==> src/hdl/ovng_ram.sv <==
`default_nettype none
// ---------------------------------------------------------------------------
// ovng_ram
// Generic single-write, single-read RAM with registered read data.
// ---------------------------------------------------------------------------
module ovng_ram #(
	parameter int WIDTH = 16,
	parameter int DEPTH = 256
) (
	input  wire logic                     clk,
	input  wire logic                     we,
	input  wire logic [$clog2(DEPTH)-1:0] waddr,
	input  wire logic [WIDTH-1:0]         wdata,
	input  wire logic [$clog2(DEPTH)-1:0] raddr,
	output logic      [WIDTH-1:0]         rdata
);

	logic [WIDTH-1:0] mem [DEPTH];

	always_ff @(posedge clk) begin
		if (we) begin
			mem[waddr] <= wdata;
		end
		rdata <= mem[raddr];
	end

endmodule
`default_nettype wire

==> config.mk <==
export PLATFORM = sky130hd
export DESIGN_NAME = ovng_ram
export DESIGN_NICKNAME = d
export VERILOG_FILES = /design/src/hdl/ovng_ram.sv
export SDC_FILE = /design/constraint.sdc
export NUM_CORES = 2
export LEC_CHECK = 0
export BUFFER_PORTS_ARGS = -buffer_cell sky130_fd_sc_hd__buf_2
export CORE_ASPECT_RATIO = 1.5
export CORE_UTILIZATION = 60
export DETAILED_ROUTE_END_ITERATION = 10
export PLACE_DENSITY_LB_ADDON = 0.12
export SLEW_MARGIN = 20
export SYNTH_ARGS = -nofsm -noshare
export SYNTH_HDL_FRONTEND = slang
export SYNTH_SLANG_ARGS = --single-unit
==> constraint.sdc <==
create_clock -name clk -period 2.9 [get_ports clk]
set_input_delay 0.58 -clock clk [delete_from_list [all_inputs] [get_ports clk]]
set_output_delay 0.58 -clock clk [all_outputs]
set_load 0.05 [all_outputs]
* After elaboration in Yosys (flattened, before gate mapping)
Memory sizes are Yosys's and may differ from the RTL's. A register that Yosys moved wholly into a read port is not among the register bits. Index checks and enable logic that the tools add are counted.
Cells by class: muxes and demuxes 2
Operators with widths (count):
- 1-bit two-way mux | 2
Word-level totals: memories 1, word-level logic and storage cells 3, RAM bits 4096, flip-flop bits (word level) 0, input bits 34
Memories:
- mem | words 256, bits a word 16, rd ports 1, clocked after Yosys merged registers in 1, wr ports 1, line 18 | logic [WIDTH-1:0] mem [DEPTH];

* Depth between registers and ports, before layout
depth after elaboration 2, gate-level depth with buffers 12

* Least setup slack after synthesis
OpenSTA, ideal clock, no wires.
path type input -> register, from in waddr[3], to mem mem[235][0] (enable), path buffers 3, required time 2512 ps, stages on the path 6, setup slack 155 ps, setup time 388 ps, data arrival time 2357 ps, path through clkbuf_1 > nor2b_1 > clkbuf_1 > nand4_1 > clkbuf_1 > nor2_1
RTL lines:
- from (decl) | line 12 | input wire logic [$clog2(DEPTH)-1:0] waddr,
- to (decl) | line 18
Straight into the memory's write port.

==> run metrics <==
Synth Cell Area=159000 sq um; register area=123000 sq um; fill cell count=16.0k; Placer Congestion=0.949; hold_buf cts=0; r2r endpoint=rdata[14]; Initial Util=60.5%; Floorplan Core Area=262000 sq um; Arr. time, crit path=3760 ps; via/cell ratio=6.66; H-tree levels=5; fin util=69.5%; element type at the critical path end=flop; Port Buffers=49; Power Dens Cells=660 nW/um^2; Fmax=334 MHz; Post-Syn Instances=7360; Mapped Nets=7394; clk buf depth=4; Worst Hold Class=primary input to flop; setup skew after layout=44.6 ps; register area share after synthesis=77.7%; initial antenna violation count=24; DRT antenna net count=0; dominant synthesized flop cell=edfxtp_1; Overall Global Routing Usage=31.4%; clk sinks=4112; crit share post-route=103%; clk_lat worst skew=920 ps; hold_ws=48.4 ps; Post-synth EDFFs=4096; via count=80.7k; CP Max Fanout=17; #FFs+latches synth=4112; worst-case reg-to-reg path depth=6; Least-Margin Pin Slew=1120 ps; max-slew violations=0; first-pass GRT wire length=592000 um; outcome=finished with violations; grt ovf=0; Num CTS Buffers=367; CTS tree=yes; Hold Path Depth=1; RSZ-0062 raised after global routing=yes; Die H=632 um; failing checks=negative setup slack; vias in the first global route=81.4k; CP Class=primary input to flop; final hold vios=0; nets=8363; DR pass1 iterations=8; Setup Fix Bufs, Post-CTS=0; Min-Delay Endpoint=mem[88][14]; share of layout cells above drive strength 1=29.3%; root buffer cell=clkbuf_16; Static Leakage=59.2 nW; clock transition at the registers of the reported paths=60 ps; initial drt markers=9373; Max IR drop VDD=0.544 mV; fin cells=12.1k; max_slew headroom=24.8%; Yosys cell types=52; Syn. warnings=0; num rows=230; Detailed Route WL=416000 um; area delta synth->final=14.9%; worst reg-to-reg setup slack=90 ps; area occupied by multi-input gates=33000 sq um; total power=120 mW; Final TNS setup=-89.9 ps; Die Width=422 um; die area=267000 sq um; Startpoint Class=primary input; DRC violations left=0; WL/cell=34.4 um; Syn Area/Cell=21.6 sq um; final worst slack=-89.9 ps; dpl hpwl=269000 um; RR Startpoint=mem[11][14]; CP required=3670 ps; Hold Startpoint=wdata[14]; Top Ports=50; Max Cap Viol=0; Post-Place Cells=11.4k; Setup-failing EPs final=1; Async SR Flop Fraction=0%; fin crit period=2990 ps; pin count of the biggest net entering global routing=102
repair_timing:
item / CTS / global route
pin swaps: 5 / 6
gates resized for setup: 13 / 17
cloned: 1 / 0
setup endpoints to repair: 6 / 9
per-layer routing:
metal | track usage [%] | share of wire [%] | up-vias
met3 | 5.04 | 7.9 | 861
met2 | 52.1 | 50 | 3828
met1 | 40.5 | 36 | 42800
li1 | - | - | 33200
met5 | 0 | 0.030 | -
met4 | 16.2 | 6.1 | 20
per-stage QoR:
stage / setup slack, ps / area (sq um)
floorplan: 155 / 159000
global placement: -1190 / 171000
detailed placement: -1200 / 171000
CTS: 7.68 / 182000
global route: -33.6 / 182000
finish: -89.9 / 182000
critical path, stage by stage:
cell	delay, ps
buf_8	220
buf_4	210
buf_4	310
buf_4	300
buf_4	340
mux4_2	290
o22ai_1	80
o21ai_2	290
nand4_1	630
nor4_2	480
final cells by class:
| type | instances | area share [%] |
|---|---|---|
| clock buffer | 452 | 5.35 |
| inverter | 4 | 0.0151 |
| multi-input combinational | 2792 | 18.1 |
| sequential | 4112 | 67.6 |
| antenna | 11 | 0.0151 |
| timing repair buffer | 1052 | 5.52 |
| clock inverter | 209 | 1.02 |
| tap | 3480 | 2.39 |
where the power goes:
group | switching (mW) | total (mW) | leakage (nW) | internal [mW]
Sequential | 0.124 | 65.6 | 36.9 | 65.5
Clock | 21.1 | 47.9 | 5.67 | 26.8
Combinational | 4.30 | 6.99 | 16.6 | 2.70
Total | 25.5 | 120 | 59.2 | 94.9
state kept, by name, indices dropped and copies added, names as in the netlist:
name	cells
mem	4096
rdata	16
how the worst max path moves through the flow:
stage	start	to	slack [ps]	cells past startpoint
6_report	raddr[1]	rdata[11]	-90	10
3_3_place_gp	raddr[1]	rdata[3]	-1190	12
5_1_grt	raddr[0]	rdata[11]	-30	11
3_5_place_dp	raddr[0]	rdata[11]	-1200	10
4_1_cts	raddr[1]	rdata[3]	8	12
2_1_floorplan	waddr[3]	mem[235][0]	150	6
Yosys cell counts, types with 32 or more instances:
master / count / share of area, %
edfxtp_1: 4096 / 77
nor3_1: 92 / 0.29
o221ai_1: 252 / 1.4
a22o_1: 32 / 0.18
mux2_2: 88 / 0.62
a21oi_1: 175 / 0.55
o21ai_0: 37 / 0.12
clkbuf_1: 230 / 0.54
mux4_2: 797 / 11
mux2i_1: 565 / 3.6
a22oi_1: 43 / 0.20
buf_6: 77 / 0.55
o22ai_1: 148 / 0.58
nand2_1: 38 / 0.090
buf_2: 76 / 0.24
nor2_1: 304 / 0.72
nand3_1: 35 / 0.11
kinds of logic (layout without fill, tap and decap cells):
group / count (synthesis) / after routing / synth area share, %
other: 0 / 11 / 0
and+or+nand+nor: 556 / 556 / 1.57
DFF: 4112 / 4112 / 77.7
muxes: 1450 / 1450 / 15.5
buffers and inverters: 456 / 1717 / 1.69
AOI/OAI and AO/OA: 786 / 786 / 3.54
layout by cell type (no fill, tap or decap), types with 17 or more instances in the layout:
master     count
clkbuf_1      71
clkinv_2      65
o21ai_0       34
a211oi_1      18
nor3_1        87
o22ai_1      148
a21oi_1      174
nand3_1       25
a22oi_1       42
nand4_1       26
nor2_2        32
bufinv_16     32
buf_2         28
mux2_2        88
clkinv_1      81
a221oi_1      28
o221ai_1     250
buf_8         17
a22o_1        32
nor2_1       272
buf_12       157
mux4_2       797
mux2i_1      565
edfxtp_1    4096
buf_4        837
clkbuf_16    378
nand2_1       38
Power figures use the tool's default switching activity.
