===== src/hdl/ovng_pkg.sv =====
`default_nettype none
// ---------------------------------------------------------------------------
// ovng_pkg
// Shared types and constants of the octave value noise grid.
// ---------------------------------------------------------------------------
package ovng_pkg;

	localparam int MAX_WIDTH_DEF   = 256;
	localparam int MAX_HEIGHT_DEF  = 256;
	localparam int MAX_OCTAVES_DEF = 8;
	localparam int SEED_BITS_DEF   = 16;

	localparam int FRAC_BITS      = 16;
	localparam int CFG_DATA_BITS  = 16;
	localparam int CFG_INDEX_BITS = 2;
	localparam int OCT_BITS       = 4;

	localparam logic [CFG_INDEX_BITS-1:0] REG_GRID_WIDTH     = 2'd0;
	localparam logic [CFG_INDEX_BITS-1:0] REG_GRID_HEIGHT    = 2'd1;
	localparam logic [CFG_INDEX_BITS-1:0] REG_OCTAVE_COUNT   = 2'd2;
	localparam logic [CFG_INDEX_BITS-1:0] REG_OCTAVE_FALLOFF = 2'd3;

	localparam logic [8:0]  GRID_WIDTH_RST     = 9'd256;
	localparam logic [8:0]  GRID_HEIGHT_RST    = 9'd256;
	localparam logic [3:0]  OCTAVE_COUNT_RST   = 4'd8;
	localparam logic [15:0] OCTAVE_FALLOFF_RST = 16'd2048;
	localparam logic [15:0] WEIGHT_ONE         = 16'd4096;

	localparam logic OP_WRITE   = 1'b0;
	localparam logic OP_COMPUTE = 1'b1;

	// quintic fade 6t^5 - 15t^4 + 10t^3
	localparam int FADE_C5 = 6;
	localparam int FADE_C4 = 15;
	localparam int FADE_C3 = 10;

	typedef enum logic [4:0] {
		S_IDLE,
		S_WX_GO,
		S_WX_WAIT,
		S_WY_GO,
		S_WY_WAIT,
		S_DX_GO,
		S_DX_WAIT,
		S_DY_GO,
		S_DY_WAIT,
		S_F1,
		S_F2,
		S_F3,
		S_F_GO,
		S_F_WAIT,
		S_RD,
		S_L_MUL,
		S_L_ADD,
		S_ACC_MUL,
		S_ACC_ADD,
		S_FIN_GO,
		S_FIN_WAIT,
		S_DONE
	} state_t;

	typedef struct packed {
		logic busy;
		logic done;
	} div_stat_t;

endpackage
`default_nettype wire


===== src/hdl/ovng_fracdiv.sv =====
`default_nettype none
// ---------------------------------------------------------------------------
// ovng_fracdiv
// Fraction divider: floor(num * 2^16 / den) for num < den, one bit a cycle.
// ---------------------------------------------------------------------------
module ovng_fracdiv #(
	parameter int DW = 44
) (
	input  wire logic                          clk,
	input  wire logic                          arst_n,
	input  wire logic                          start,
	input  wire logic [DW-1:0]                 num,
	input  wire logic [DW-1:0]                 den,
	output logic      [ovng_pkg::FRAC_BITS-1:0] quot,
	output ovng_pkg::div_stat_t                stat
);
	import ovng_pkg::*;

	localparam int CB = $clog2(FRAC_BITS + 1);

	logic [DW-1:0]        r_q;
	logic [DW-1:0]        den_q;
	logic [FRAC_BITS-1:0] q_q;
	logic [CB-1:0]        cnt_q;
	logic                 busy_q;
	logic                 done_q;
	logic [DW:0]          trial;
	logic                 take;

	assign trial = {r_q, 1'b0};
	assign take  = trial >= {1'b0, den_q};

	always_ff @(posedge clk or negedge arst_n) begin
		if (!arst_n) begin
			busy_q <= 1'b0;
			done_q <= 1'b0;
			cnt_q  <= '0;
		end else begin
			done_q <= 1'b0;
			if (start) begin
				busy_q <= 1'b1;
				cnt_q  <= CB'(FRAC_BITS);
			end else if (busy_q) begin
				cnt_q <= cnt_q - CB'(1);
				if (cnt_q == CB'(1)) begin
					busy_q <= 1'b0;
					done_q <= 1'b1;
				end
			end
		end
	end

	always_ff @(posedge clk) begin
		if (start) begin
			r_q   <= num;
			den_q <= den;
			q_q   <= '0;
		end else if (busy_q) begin
			r_q <= take ? DW'(trial - {1'b0, den_q}) : trial[DW-1:0];
			q_q <= {q_q[FRAC_BITS-2:0], take};
		end
	end

	assign quot      = q_q;
	assign stat.busy = busy_q;
	assign stat.done = done_q;

endmodule
`default_nettype wire

===== config.mk =====
export PLATFORM = sky130hd
export DESIGN_NAME = ovng_fracdiv
export DESIGN_NICKNAME = d
export VERILOG_FILES = /design/src/hdl/ovng_pkg.sv /design/src/hdl/ovng_fracdiv.sv
export SDC_FILE = /design/constraint.sdc
export NUM_CORES = 1
export LEC_CHECK = 0
export BUFFER_PORTS_ARGS = -buffer_cell sky130_fd_sc_hd__buf_2
export CELL_PAD_IN_SITES_DETAIL_PLACEMENT = 1
export CELL_PAD_IN_SITES_GLOBAL_PLACEMENT = 1
export CORE_MARGIN = 5
export CORE_UTILIZATION = 49
export CTS_CLUSTER_DIAMETER = 200
export DETAILED_ROUTE_END_ITERATION = 10
export GPL_TIMING_DRIVEN = 0
export PLACE_DENSITY_LB_ADDON = 0.1
export SLEW_MARGIN = 0
export SYNTH_ARGS = -nofsm -noshare
export SYNTH_HDL_FRONTEND = slang
export SYNTH_SLANG_ARGS = --single-unit

===== constraint.sdc =====
create_clock -name clk -period 5.7 [get_ports clk]
set_input_delay 0.285 -clock clk [delete_from_list [all_inputs] [get_ports clk]]
set_output_delay 0.285 -clock clk [all_outputs]
set_load 0.005 [all_outputs]

=== After elaboration in Yosys (flattened, before gate mapping) ===
Cells that the tools add are included.

* Register bits after elaboration: 111
* Latch bits: 0
* Output and inout bits: 18
* Input port bits: 91
* Memory bits (read-only): 0
* Memory bits (writable): 0
* Word-level logic and storage cells: 22
* Memories: 0

* Div/mod/pow operators: 0
* Bitwise operators: 0
* Reduce and logical (&&, ||, !) cells: 1
* Multiplexer cells: 11
* Multipliers: 0
* $add $sub $neg: 2
* $lt $le $gt $ge: 1
* Shifts and indexed selects: 0
* Equal/unequal tests: 1

{| class="wikitable"
|+ Operator list
! operator !! count
|-
| $mux W44 || 3
|-
| $ge A45 B44 Y1 || 1
|-
| $sub A44 B44 Y44 || 1
|-
| $mux W5 || 2
|-
| $mux W1 || 6
|-
| $eq A5 B1 Y1 const B || 1
|-
| $sub A5 B1 Y5 const B || 1
|-
| $reduce_bool A2 Y1 || 1
|}

=== Depth between registers and ports, before layout ===
* Depth in word-level cells: 4
* Mapped depth: 14

=== Worst setup path before layout ===
OpenSTA, ideal clock, no wires.

* Path type: reg-to-reg
* Start point: reg r_q[0]
* End point: reg r_q[28] (data pin)
* Clock period less this slack: 3.095 ns
* Path buffers: 1
* Slack: 2.605 ns
* Arrival time: 2.835 ns
* Library setup time: 0.260 ns
* Cell stages (with the launch flop): 12
* Path through: edfxtp_1 ha_1 nor2b_1 o31a_1 o311ai_1 a31oi_1 o2111ai_1 nand2_1 a31oi_4 buf_4 mux2_2 mux2_2

* Word-level cells in the longest chain between the ends: 4

{| class="wikitable"
|+ RTL lines
! element !! RTL line !! source
|-
| start, declared || ovng_fracdiv.sv:21 || <nowiki>logic [DW-1:0] r_q;</nowiki>
|-
| start signal, assigned || ovng_fracdiv.sv:55 || <nowiki>r_q <= num;</nowiki>
|-
| start signal, assigned || ovng_fracdiv.sv:59 || <nowiki>r_q <= take ? DW'(trial - {1'b0, den_q}) : trial[DW-1:0];</nowiki>
|-
| $sub A44 B44 Y44 / $ge A45 B44 Y1 (equally long branches) || ovng_fracdiv.sv:59, ovng_fracdiv.sv:31 ||
|-
| $mux W44 * || ovng_fracdiv.sv:59 ||
|-
| $mux W44 * || ovng_fracdiv.sv:58 || <nowiki>end else if (busy_q) begin</nowiki>
|-
| $mux W44 * || ovng_fracdiv.sv:54 || <nowiki>if (start) begin</nowiki>
|}

Mark *: on every way between the ends. The rest lies on a longest branch, timed or not. The select of a mux whose other input is x is not followed.
A chain may end at the register's enable or synchronous reset.

=== Final worst setup path ===
* Start point: reg r_q[0]
* End point: reg r_q[26] (data pin)

The elaborated chain is that of the path after synthesis.

==> reports/results.ini <==
[routing]
drcViolationCount=0
num_vias=5825
drt-total-wl_mm=20.0
vias_per_cell=5.80
wire_per_inst_microns=19.9
initialDrtViolationCount=313
final_antenna_net_count=0
firstDrtPassIters=5

[synthesis]
synth-seq-cells=111
synth_edf_count=88
syn_area_per_cell_sq_um=10.5
synth-async-reset-ratio=0.0631
syn-cell-area_sq_um=7330
synth.distinct_cells=70
synth_nets=833
ys_warn_count=0
synth_ff_type=edfxtp_1
ys_seq_area_frac=0.428
syn_inst=695

[clock_network]
cts_root_buf=clkbuf_16
cts_made_buffers=9
clk_pin_slew_ps=90
htree_levels=3
clk_latency_ps=370
cts_resized=0
cts_tree=yes
cts_buffer_depth=2
numClockSinks=111

[floorplanning]
die_w_microns=132
fp.dieH_microns=132
row_count=44
dieArea_sq_um=17500
ioPinCount=109
core_area_sq_um=14600
start_util=0.502

[timing]
grt_setup_unrepaired=no
setup-violations-final=0
skew_ps=12.2
tightest_slew_ps=1200
fin_ws_ps=1920
layout_min_cycle_time_ps=3780
max_freq_mhz=264
relSlewSlack=0.203
hold_viol=0
post-route-period-util=0.664
slew_viol_final=0
fin_setup_tns_ps=0

[global_routing]
antenna_found_initial=0
grt_pass1_vias=6403
grt_usage=0.230
grt_overflow=0
grt_pass1_wl_mm=32.7
grt_max_degree=46

[setup_path]
critical-path-top-delay-family=compound AO/OA/AOI/OAI gates
path_buf_inv=1
cp.arrival_ps=3910
slowest_delay_ps=460
path_class=flip-flop to flip-flop
critical_path_depth=11
r2r_cells=11
cp-startpoint=r_q[0]$_DFFE_PP_
start_kind=flip-flop
end_kind=flip-flop
cp_cell_sequence=ha_1 -> nor2b_1 -> o31a_1 -> o311ai_1 -> a31oi_1 -> o2111ai_1 -> nand2_1 -> a31oi_4 -> buf_4 -> mux2_1 -> mux2_2
critPathCapture=r_q[26]$_DFFE_PP_
worst_ep_required_time_ps=5830
slowest_stage=o311ai_1
r2r_end=r_q[26]$_DFFE_PP_
ff2ff_setup_slack_ps=1920
worst_r2r_startpoint=r_q[0]$_DFFE_PP_
critical_path.max_fanout=10

[cells_and_area]
drive_above_1_share=0.270
final_util=0.577
diodes=0
final_net_count=953
area_growth_pct=14.9
final_cell_area_sq_um=8420

[worst_hold_path]
hold_start=den[29]
hp-class=primary input to flip-flop

[placed_design]
dpl-instance-area_sq_um=8100
place_congestion=0.934
post-dp-hpwl_mm=15.2
pre_cts_ws_ps=1740
portBuffers=108

[power_and_ir_drop]
power.leakage_uw=0.00373
total_power_uw=4680
power_density_nw_per_um2=556
ir_drop_v=0.000239

[status]
outcome=completed

[run]
drv_cap=0

==> cell usage after synthesis (5+ instances only) <==
library cell	number	area share
buf_2	7	0.0048
clkbuf_1	16	0.0082
xnor2_1	28	0.033
and3b_1	5	0.0060
nand2b_1	6	0.0051
edfxtp_1	88	0.36
inv_1	56	0.029
ha_1	46	0.079
dfxtp_1	16	0.044
a221o_1	6	0.0082
a21o_1	18	0.018
nand2_1	39	0.020
a21oi_1	39	0.027
nor2_1	44	0.023
o21ai_0	27	0.018
nand4_1	16	0.014
o21bai_1	7	0.0072
mux2i_1	19	0.026
nor3_1	5	0.0034
nand3_1	13	0.0089
buf_4	13	0.013
dfrtp_1	7	0.024
a31oi_1	5	0.0043
o21a_1	7	0.0072
a211oi_1	5	0.0051
nor2b_1	9	0.0077
mux2_2	55	0.084
xor2_1	15	0.018
==> stage by stage <==
stage          hold WS (ps)  cells
3_3_place_gp            119    987
6_report               84.2   1004
3_5_place_dp            133    987
2_1_floorplan         -10.6    695
5_1_grt                68.8   1004
4_1_cts                72.3   1004
==> worst min path at each step <==
stage                                to  cells past startpoint
floorplan              busy_q$_DFF_PN0_                      0
global placement       done_q$_DFF_PN0_                      1
detailed placement     done_q$_DFF_PN0_                      1
CTS                 den_q[39]$_DFFE_PP_                      1
global route        den_q[41]$_DFFE_PP_                      1
finish              den_q[29]$_DFFE_PP_                      1
==> cells by family after synthesis <==
| group | share of synthesized area |
|---|---|
| muxes | 0.117 |
| AOI/OAI and AO/OA | 0.152 |
| buffers and inverters | 0.0599 |
| and+or+nand+nor | 0.111 |
| DFF | 0.428 |
| xor gates and xnor gates | 0.0514 |
| adders and majority gates | 0.0813 |
==> flip-flops by register name (all words and copies together), names as in the netlist <==
signal,cells
busy_q,1
r_q,44
quot,16
den_q,44
cnt_q,5
done_q,1
==> power by group <==
group | switching (uW) | internal (uW) | total, uW
combinational | 1500 | 1230 | 2730
clock | 343 | 318 | 661
sequential | 124 | 1160 | 1280
total | 1970 | 2710 | 4680
==> area by class of cell <==
type                            count  area, sq um
Sequential cell                   111         3140
Clock inverter                      7         85.1
Multi-Input combinational cell    485         3750
Clock buffer                        9          225
Fill cell                        1649         6170
Tap cell                          184          230
Inverter                           56          210
Timing Repair Buffer              109          551
Buffer                             43          229
==> cell usage in the layout (no fill, tap or decap), types with 15 or more instances in the layout <==
master	Yosys	final
a21oi_1	39	39
o21ai_0	27	27
edfxtp_1	88	88
mux2_2	55	55
buf_2	7	115
nor2_1	44	44
clkbuf_1	16	16
xor2_1	15	15
dfxtp_1	16	16
nand2_1	39	39
nand4_1	16	16
mux2i_1	19	19
a21o_1	18	18
xnor2_1	28	28
inv_1	56	56
ha_1	46	46
==> what timing repair did <==
item                                   in CTS  in global routing
hold buffers                                1                  0
endpoints found under the hold margin       7                  0
setup buffers                               0                  0
==> metal layers <==
metal	vias up	global-route usage	routed length (microns)
met3	35	0.0393	829
met5	-	0	0
met1	2852	0.275	8380
met4	0	0.0696	464
met2	156	0.420	10400
li1	2782	-	-
Note: power is estimated with default switching activity, not from simulation.
