===== config.mk =====
export PLATFORM = sky130hd
export DESIGN_NAME = ovng_moddiv
export DESIGN_NICKNAME = d
export VERILOG_FILES = /design/src/hdl/ovng_pkg.sv /design/src/hdl/ovng_moddiv.sv
export SDC_FILE = /design/constraint.sdc
export NUM_CORES = 1
export LEC_CHECK = 0
export ABC_AREA = 1
export BUFFER_PORTS_ARGS = -buffer_cell sky130_fd_sc_hd__buf_4
export CORE_ASPECT_RATIO = 0.7
export CORE_MARGIN = 3
export CORE_UTILIZATION = 55
export CTS_CLUSTER_DIAMETER = 100
export DETAILED_ROUTE_END_ITERATION = 10
export MAX_ROUTING_LAYER = met4
export PLACE_DENSITY = 0.78
export SYNTH_ARGS = -nofsm -noshare
export SYNTH_HDL_FRONTEND = slang
export SYNTH_SLANG_ARGS = --single-unit

===== constraint.sdc =====
create_clock -name clk -period 2.1 [get_ports clk]
set_input_delay 0.315 -clock clk [delete_from_list [all_inputs] [get_ports clk]]
set_output_delay 0.315 -clock clk [all_outputs]
set_load 0.005 [all_outputs]

===== src/hdl/ovng_pkg.sv =====
`default_nettype none
// ---------------------------------------------------------------------------
// ovng_pkg
// Shared types and constants of the octave value noise grid.
// ---------------------------------------------------------------------------
package ovng_pkg;

	localparam int MAX_WIDTH_DEF   = 256;
	localparam int MAX_HEIGHT_DEF  = 256;
	localparam int MAX_OCTAVES_DEF = 8;
	localparam int SEED_BITS_DEF   = 16;

	localparam int FRAC_BITS      = 16;
	localparam int CFG_DATA_BITS  = 16;
	localparam int CFG_INDEX_BITS = 2;
	localparam int OCT_BITS       = 4;

	localparam logic [CFG_INDEX_BITS-1:0] REG_GRID_WIDTH     = 2'd0;
	localparam logic [CFG_INDEX_BITS-1:0] REG_GRID_HEIGHT    = 2'd1;
	localparam logic [CFG_INDEX_BITS-1:0] REG_OCTAVE_COUNT   = 2'd2;
	localparam logic [CFG_INDEX_BITS-1:0] REG_OCTAVE_FALLOFF = 2'd3;

	localparam logic [8:0]  GRID_WIDTH_RST     = 9'd256;
	localparam logic [8:0]  GRID_HEIGHT_RST    = 9'd256;
	localparam logic [3:0]  OCTAVE_COUNT_RST   = 4'd8;
	localparam logic [15:0] OCTAVE_FALLOFF_RST = 16'd2048;
	localparam logic [15:0] WEIGHT_ONE         = 16'd4096;

	localparam logic OP_WRITE   = 1'b0;
	localparam logic OP_COMPUTE = 1'b1;

	// quintic fade 6t^5 - 15t^4 + 10t^3
	localparam int FADE_C5 = 6;
	localparam int FADE_C4 = 15;
	localparam int FADE_C3 = 10;

	typedef enum logic [4:0] {
		S_IDLE,
		S_WX_GO,
		S_WX_WAIT,
		S_WY_GO,
		S_WY_WAIT,
		S_DX_GO,
		S_DX_WAIT,
		S_DY_GO,
		S_DY_WAIT,
		S_F1,
		S_F2,
		S_F3,
		S_F_GO,
		S_F_WAIT,
		S_RD,
		S_L_MUL,
		S_L_ADD,
		S_ACC_MUL,
		S_ACC_ADD,
		S_FIN_GO,
		S_FIN_WAIT,
		S_DONE
	} state_t;

	typedef struct packed {
		logic busy;
		logic done;
	} div_stat_t;

endpackage
`default_nettype wire


===== src/hdl/ovng_moddiv.sv =====
`default_nettype none
// ---------------------------------------------------------------------------
// ovng_moddiv
// Restoring remainder unit, one dividend bit per cycle.
// ---------------------------------------------------------------------------
module ovng_moddiv #(
	parameter int DIVIDEND_BITS = 8,
	parameter int DIVISOR_BITS  = 9
) (
	input  wire logic                     clk,
	input  wire logic                     arst_n,
	input  wire logic                     start,
	input  wire logic [DIVIDEND_BITS-1:0] dividend,
	input  wire logic [DIVISOR_BITS-1:0]  divisor,
	output logic      [DIVISOR_BITS-1:0]  rem,
	output ovng_pkg::div_stat_t           stat
);
	import ovng_pkg::*;

	localparam int CB = $clog2(DIVIDEND_BITS + 1);

	logic [DIVIDEND_BITS-1:0] a_q;
	logic [DIVISOR_BITS-1:0]  b_q;
	logic [DIVISOR_BITS-1:0]  r_q;
	logic [CB-1:0]            cnt_q;
	logic                     busy_q;
	logic                     done_q;
	logic [DIVISOR_BITS:0]    trial;
	logic                     take;

	assign trial = {r_q, a_q[DIVIDEND_BITS-1]};
	assign take  = trial >= {1'b0, b_q};

	always_ff @(posedge clk or negedge arst_n) begin
		if (!arst_n) begin
			busy_q <= 1'b0;
			done_q <= 1'b0;
			cnt_q  <= '0;
		end else begin
			done_q <= 1'b0;
			if (start) begin
				busy_q <= 1'b1;
				cnt_q  <= CB'(DIVIDEND_BITS);
			end else if (busy_q) begin
				cnt_q <= cnt_q - CB'(1);
				if (cnt_q == CB'(1)) begin
					busy_q <= 1'b0;
					done_q <= 1'b1;
				end
			end
		end
	end

	always_ff @(posedge clk) begin
		if (start) begin
			a_q <= dividend;
			b_q <= divisor;
			r_q <= '0;
		end else if (busy_q) begin
			a_q <= {a_q[DIVIDEND_BITS-2:0], 1'b0};
			r_q <= take ? DIVISOR_BITS'(trial - {1'b0, b_q}) : trial[DIVISOR_BITS-1:0];
		end
	end

	assign rem       = r_q;
	assign stat.busy = busy_q;
	assign stat.done = done_q;

endmodule
`default_nettype wire


## After elaboration in Yosys (flattened, before gate mapping)

Index checks and enable logic that the tools add are counted.

| word-level totals | value |
|---|---|
| input bits | 20 |
| register bits | 32 |
| logic and storage cells | 22 |
| output and inout port bits | 11 |

| cells by class | value |
|---|---|
| equality and inequality tests | 1 |
| reductions and logical operators | 1 |
| order comparisons | 1 |
| muxes and demuxes | 11 |
| $add $sub $neg | 2 |

Operator list:

| kind | number |
|---|---|
| 8-bit 2-to-1 mux | 2 |
| 10-bit by 9-bit greater-or-equal comparator with 1-bit output | 1 |
| 9-bit 2-to-1 mux | 1 |
| 9-bit subtractor | 1 |
| 4-bit 2-to-1 mux | 2 |
| 1-bit 2-to-1 mux | 6 |
| 4-bit by 1-bit equality test with 1-bit output, second input constant | 1 |
| 4-bit by 1-bit subtractor with 4-bit output, second input constant | 1 |
| 2-bit nonzero test | 1 |

## Depth between registers and ports, before layout

| logic depth | value |
|---|---|
| word-level depth | 4 |
| depth in mapped cells | 12 |
| mapped depth without buffers | 12 |

## Worst setup path after synthesis

No wires, ideal clock.

| timing | value |
|---|---|
| path kind | flip-flop to flip-flop |
| from | register a_q[7] |
| to | register r_q[4], in the netlist rem[4] |
| setup time | 0.124 ns |
| arrival time | 1.607 ns |
| period minus slack after synthesis | 1.731 ns |
| path slack | 0.369 ns |
| required time | 1.976 ns |
| buffers on the path | 1 |
| cell stages (with the launch flop) | 12 |
| cells stage by stage | edfxtp_1 inv_1 ha_1 inv_1 fa_1 nand2_1 nand3_2 nand2_2 buf_6 nand3_1 nand3_1 o21ai_2 |

| on the way | value |
|---|---|
| word-level cells in the longest chain between the ends | 2 |
| elaborated cells between the ends (all ways) | 3 |
| those cells by class | 1 x add/sub; 1 x order compare; 1 x mux |

RTL lines:

| what | line | text |
|---|---|---|
| from (decl) | ovng_moddiv.sv:22 | `logic [DIVIDEND_BITS-1:0] a_q;` |
| from (signal assigned) | ovng_moddiv.sv:56 | `a_q <= dividend;` |
| from (signal assigned) | ovng_moddiv.sv:60 | `a_q <= {a_q[DIVIDEND_BITS-2:0], 1'b0};` |
| 9-bit subtractor / 10-bit by 9-bit greater-or-equal comparator with 1-bit output (equally long branches) | ovng_moddiv.sv:61, ovng_moddiv.sv:32 |  |
| 9-bit 2-to-1 mux * | ovng_moddiv.sv:61 | `r_q <= take ? DIVISOR_BITS'(trial - {1'b0, b_q}) : trial[DIVISOR_BITS-1:0];` |
| to (signal assigned) | ovng_moddiv.sv:61 |  |
| to (decl) | ovng_moddiv.sv:24 | `logic [DIVISOR_BITS-1:0] r_q;` |

Mark *: on every way between the ends. The rest lies on a longest branch, timed or not.
A chain may end at the register's enable or synchronous reset.

## Worst setup path in the final report

| timing | value |
|---|---|
| from | register a_q[7] |
| to | register r_q[3], in the netlist rem[3] |

Same word-level chain as after synthesis.

==> flow_metrics.env <==
export IMPL_critPathArrivalTime_ps=2170
export IMPL_postLayoutCellArea_mm2=0.00223
export IMPL_wl_per_cell_um=13.5
export IMPL_num_vias=1564
export IMPL_tightest_slew_ps=510
export IMPL_placed_cell_area_mm2=0.00212
export IMPL_slew_limit_headroom_pct=66.0
export IMPL_postCtsSetupRepairBufs=0
export IMPL_h_tree_depth=2
export IMPL_numPortBuffers=30
export IMPL_start_util_pct=61.5
export IMPL_leakagePower_nw=1.18
export IMPL_cts_path_max_buffers=2
export IMPL_ios=31
export IMPL_critPathKind="reg2reg"
export IMPL_cts_sinks=32
export IMPL_dr_pass1_iters=4
export IMPL_skew_ps=6.44
export IMPL_pwr_share_clk_pct=20.2
export IMPL_fp_dieW_um=75.3
export IMPL_status="completed"
export IMPL_cts_tree="built"
export IMPL_via_per_inst=5.20
export IMPL_max_cap_violations=0
export IMPL_yosysSeqAreaShare_pct=45.5
export IMPL_synth_top_area_share_pct=27.6
export IMPL_n_antenna_cell=0
export IMPL_synth_seq_cells=32
export IMPL_postSynthAreaPerCell_um2=8.21
export IMPL_synth_area_top_cells="edfxtp_1 (28%), nand2_1 (14%), dfxtp_1 (9.8%)"
export IMPL_ant_nets=0
export IMPL_grt_ovfl_total=0
export IMPL_drtIter0Drc=71
export IMPL_setup_viol=0
export IMPL_synth_fp_nets=257
export IMPL_pwr_share_comb_pct=44.2
export IMPL_power_internal_mw=1.50
export IMPL_dieArea_mm2=0.00410
export IMPL_mostFrequentLayoutCells="nand2_1 (70), inv_1 (38), buf_4 (37)"
export IMPL_mostFrequentLayoutCell="nand2_1"
export IMPL_crit_path_end_kind="flop"
export IMPL_area_growth_pct=20.7
export IMPL_vdd_ir_drop_max_mv=0.572
export IMPL_drc=0
export IMPL_fin_crit_ps=1960
export IMPL_core_mm2=0.00300
export IMPL_synth_area_leader_cell="edfxtp_1"
export IMPL_synthCells=225
export IMPL_clkSlewWorstSetupHoldPaths_ps=70
export IMPL_start_kind="flop"
export IMPL_hold_path_class="in2reg"
export IMPL_cts_made_buffers=5
export IMPL_num_rows=16
export IMPL_finalCritPeriodShare_pct=93.4
export IMPL_clk_latency_ps=290
export IMPL_yosys_warnings=0
export IMPL_report_final_hold_viol_count=0
export IMPL_root_buffer="clkbuf_8"
export IMPL_die_height_um=54.5
export IMPL_rsz0062_at_grt="false"
export IMPL_place_hpwl_um=3040
export IMPL_syn_area_mm2=0.00185
export IMPL_nets=296
export IMPL_cp_required_ps=2310
export IMPL_p_sw_mw=0.924
export IMPL_seqPwrFrac_pct=35.7
export IMPL_cp_max_fo=9
export IMPL_grt_usage_pct=22.6
export IMPL_finalSetupTns_ps=0
export IMPL_pwr_density_cell_mw_per_mm2=1090
export IMPL_antenna_found_initial=0
export IMPL_wl_um=4060
export IMPL_fmax_mhz=510
export IMPL_grt_max_degree=18
export IMPL_finalMaxSlewViolations=0
export IMPL_final_layout_size_suffix_gt1_share_pct=22.6
export IMPL_grt_pass1_wl_um=6450
export IMPL_swShare_pct=38.1
export IMPL_grt_pass1_vias=1360
export IMPL_gp_congestion=0.996
export IMPL_yosysUniqueCellTypes=27
timing repair:
item,4_1_cts,5_1_grt
hold buffers,1,0
gates resized for setup,0,1
endpoints found under the setup margin,0,5
hold endpoints to repair,6,0
final cells by class:
cell class	instances	area [µm²]
timing repair buffer	38	288
fill	219	773
tap	36	45.0
clock buffer	6	82.6
sequential	32	841
multi-input combinational	148	817
clock inverter	2	10.0
inverter	39	146
power groups by stage:
stage / Sequential [mW] / Clock, mW / Combinational [mW]
after floorplan: 0.860 / 0 / 0.732
after global placement: 0.873 / 0 / 1.02
after detailed placement: 0.876 / 0 / 1.04
after CTS: 0.864 / 0.498 / 1.06
after global routing: 0.879 / 0.521 / 1.19
final: 0.865 / 0.489 / 1.07
kinds of logic (layout without fill, tap and decap cells):
logic type	count (synthesis)	in the layout	synth area share (%)
and+or+nand+nor	118	118	29.1
buffers and inverters	45	85	10.5
DFF	32	32	45.5
AOI/OAI and AO/OA	15	15	4.88
adders and majority gates	12	12	8.54
xor gates and xnor gates	3	3	1.42
path summary, 6_finish.rpt:
path / endpoint / start / cells after the start / slack (ps)
worst max-delay path: rem[3] / a_q[7] / 11 / 140
worst min-delay path: b_q[4] / divisor[4] / 1 / 200
worst max register to register: rem[3] / a_q[7] / 11 / 140
worst min register to register: rem[7] / rem[7] / 2 / 500
max in group asynchronous: busy_q / arst_n / 2 / 1620
min in group asynchronous: cnt_q[1] / arst_n / 2 / 360
critical path, stage by stage (launching register included):
cell,delay (ps)
edfxtp_1,360
inv_1,100
ha_1,160
inv_1,60
fa_1,440
nand2_1,130
nand3_2,100
nand2_4,130
nand2_2,150
nand2_1,100
nand3_1,70
o21ai_0,80
routing by layer:
layer | track usage, % | wire [µm]
met5 | - | 0
met3 | 8.07 | 322
met2 | 30.3 | 1720
met4 | 5.81 | 66
met1 | 32.2 | 1950
synthesized netlist by cell type, drive strengths merged:
cell type,instances
clkinv,1
nor3,1
dfrtp,6
nand4,1
ha,11
buf,6
a21oi,5
dfxtp,9
nor2,11
o22ai,1
nand3b,3
edfxtp,17
nand2,74
nor4,2
xnor2,3
nand3,26
a21o,1
fa,1
o21ai,8
inv,38
flip-flops by register name, indices dropped and copies added, names as in the netlist:
signal,count
a_q,8
cnt_q,4
done_q,1
b_q,9
rem,9
busy_q,1
stage by stage:
stage	total power [mW]	std cells	setup WS, ps	hold WS (ps)	util (%)
after global placement	1.89	292	219	126	70.7
after CTS	2.42	301	112	188	74.1
after detailed placement	1.92	292	98.3	129	70.7
after floorplan	1.59	225	369	19.4	-
after global routing	2.59	301	12.1	186	74.3
final	2.42	301	138	198	74.3
(Power assumes the default switching activity.)
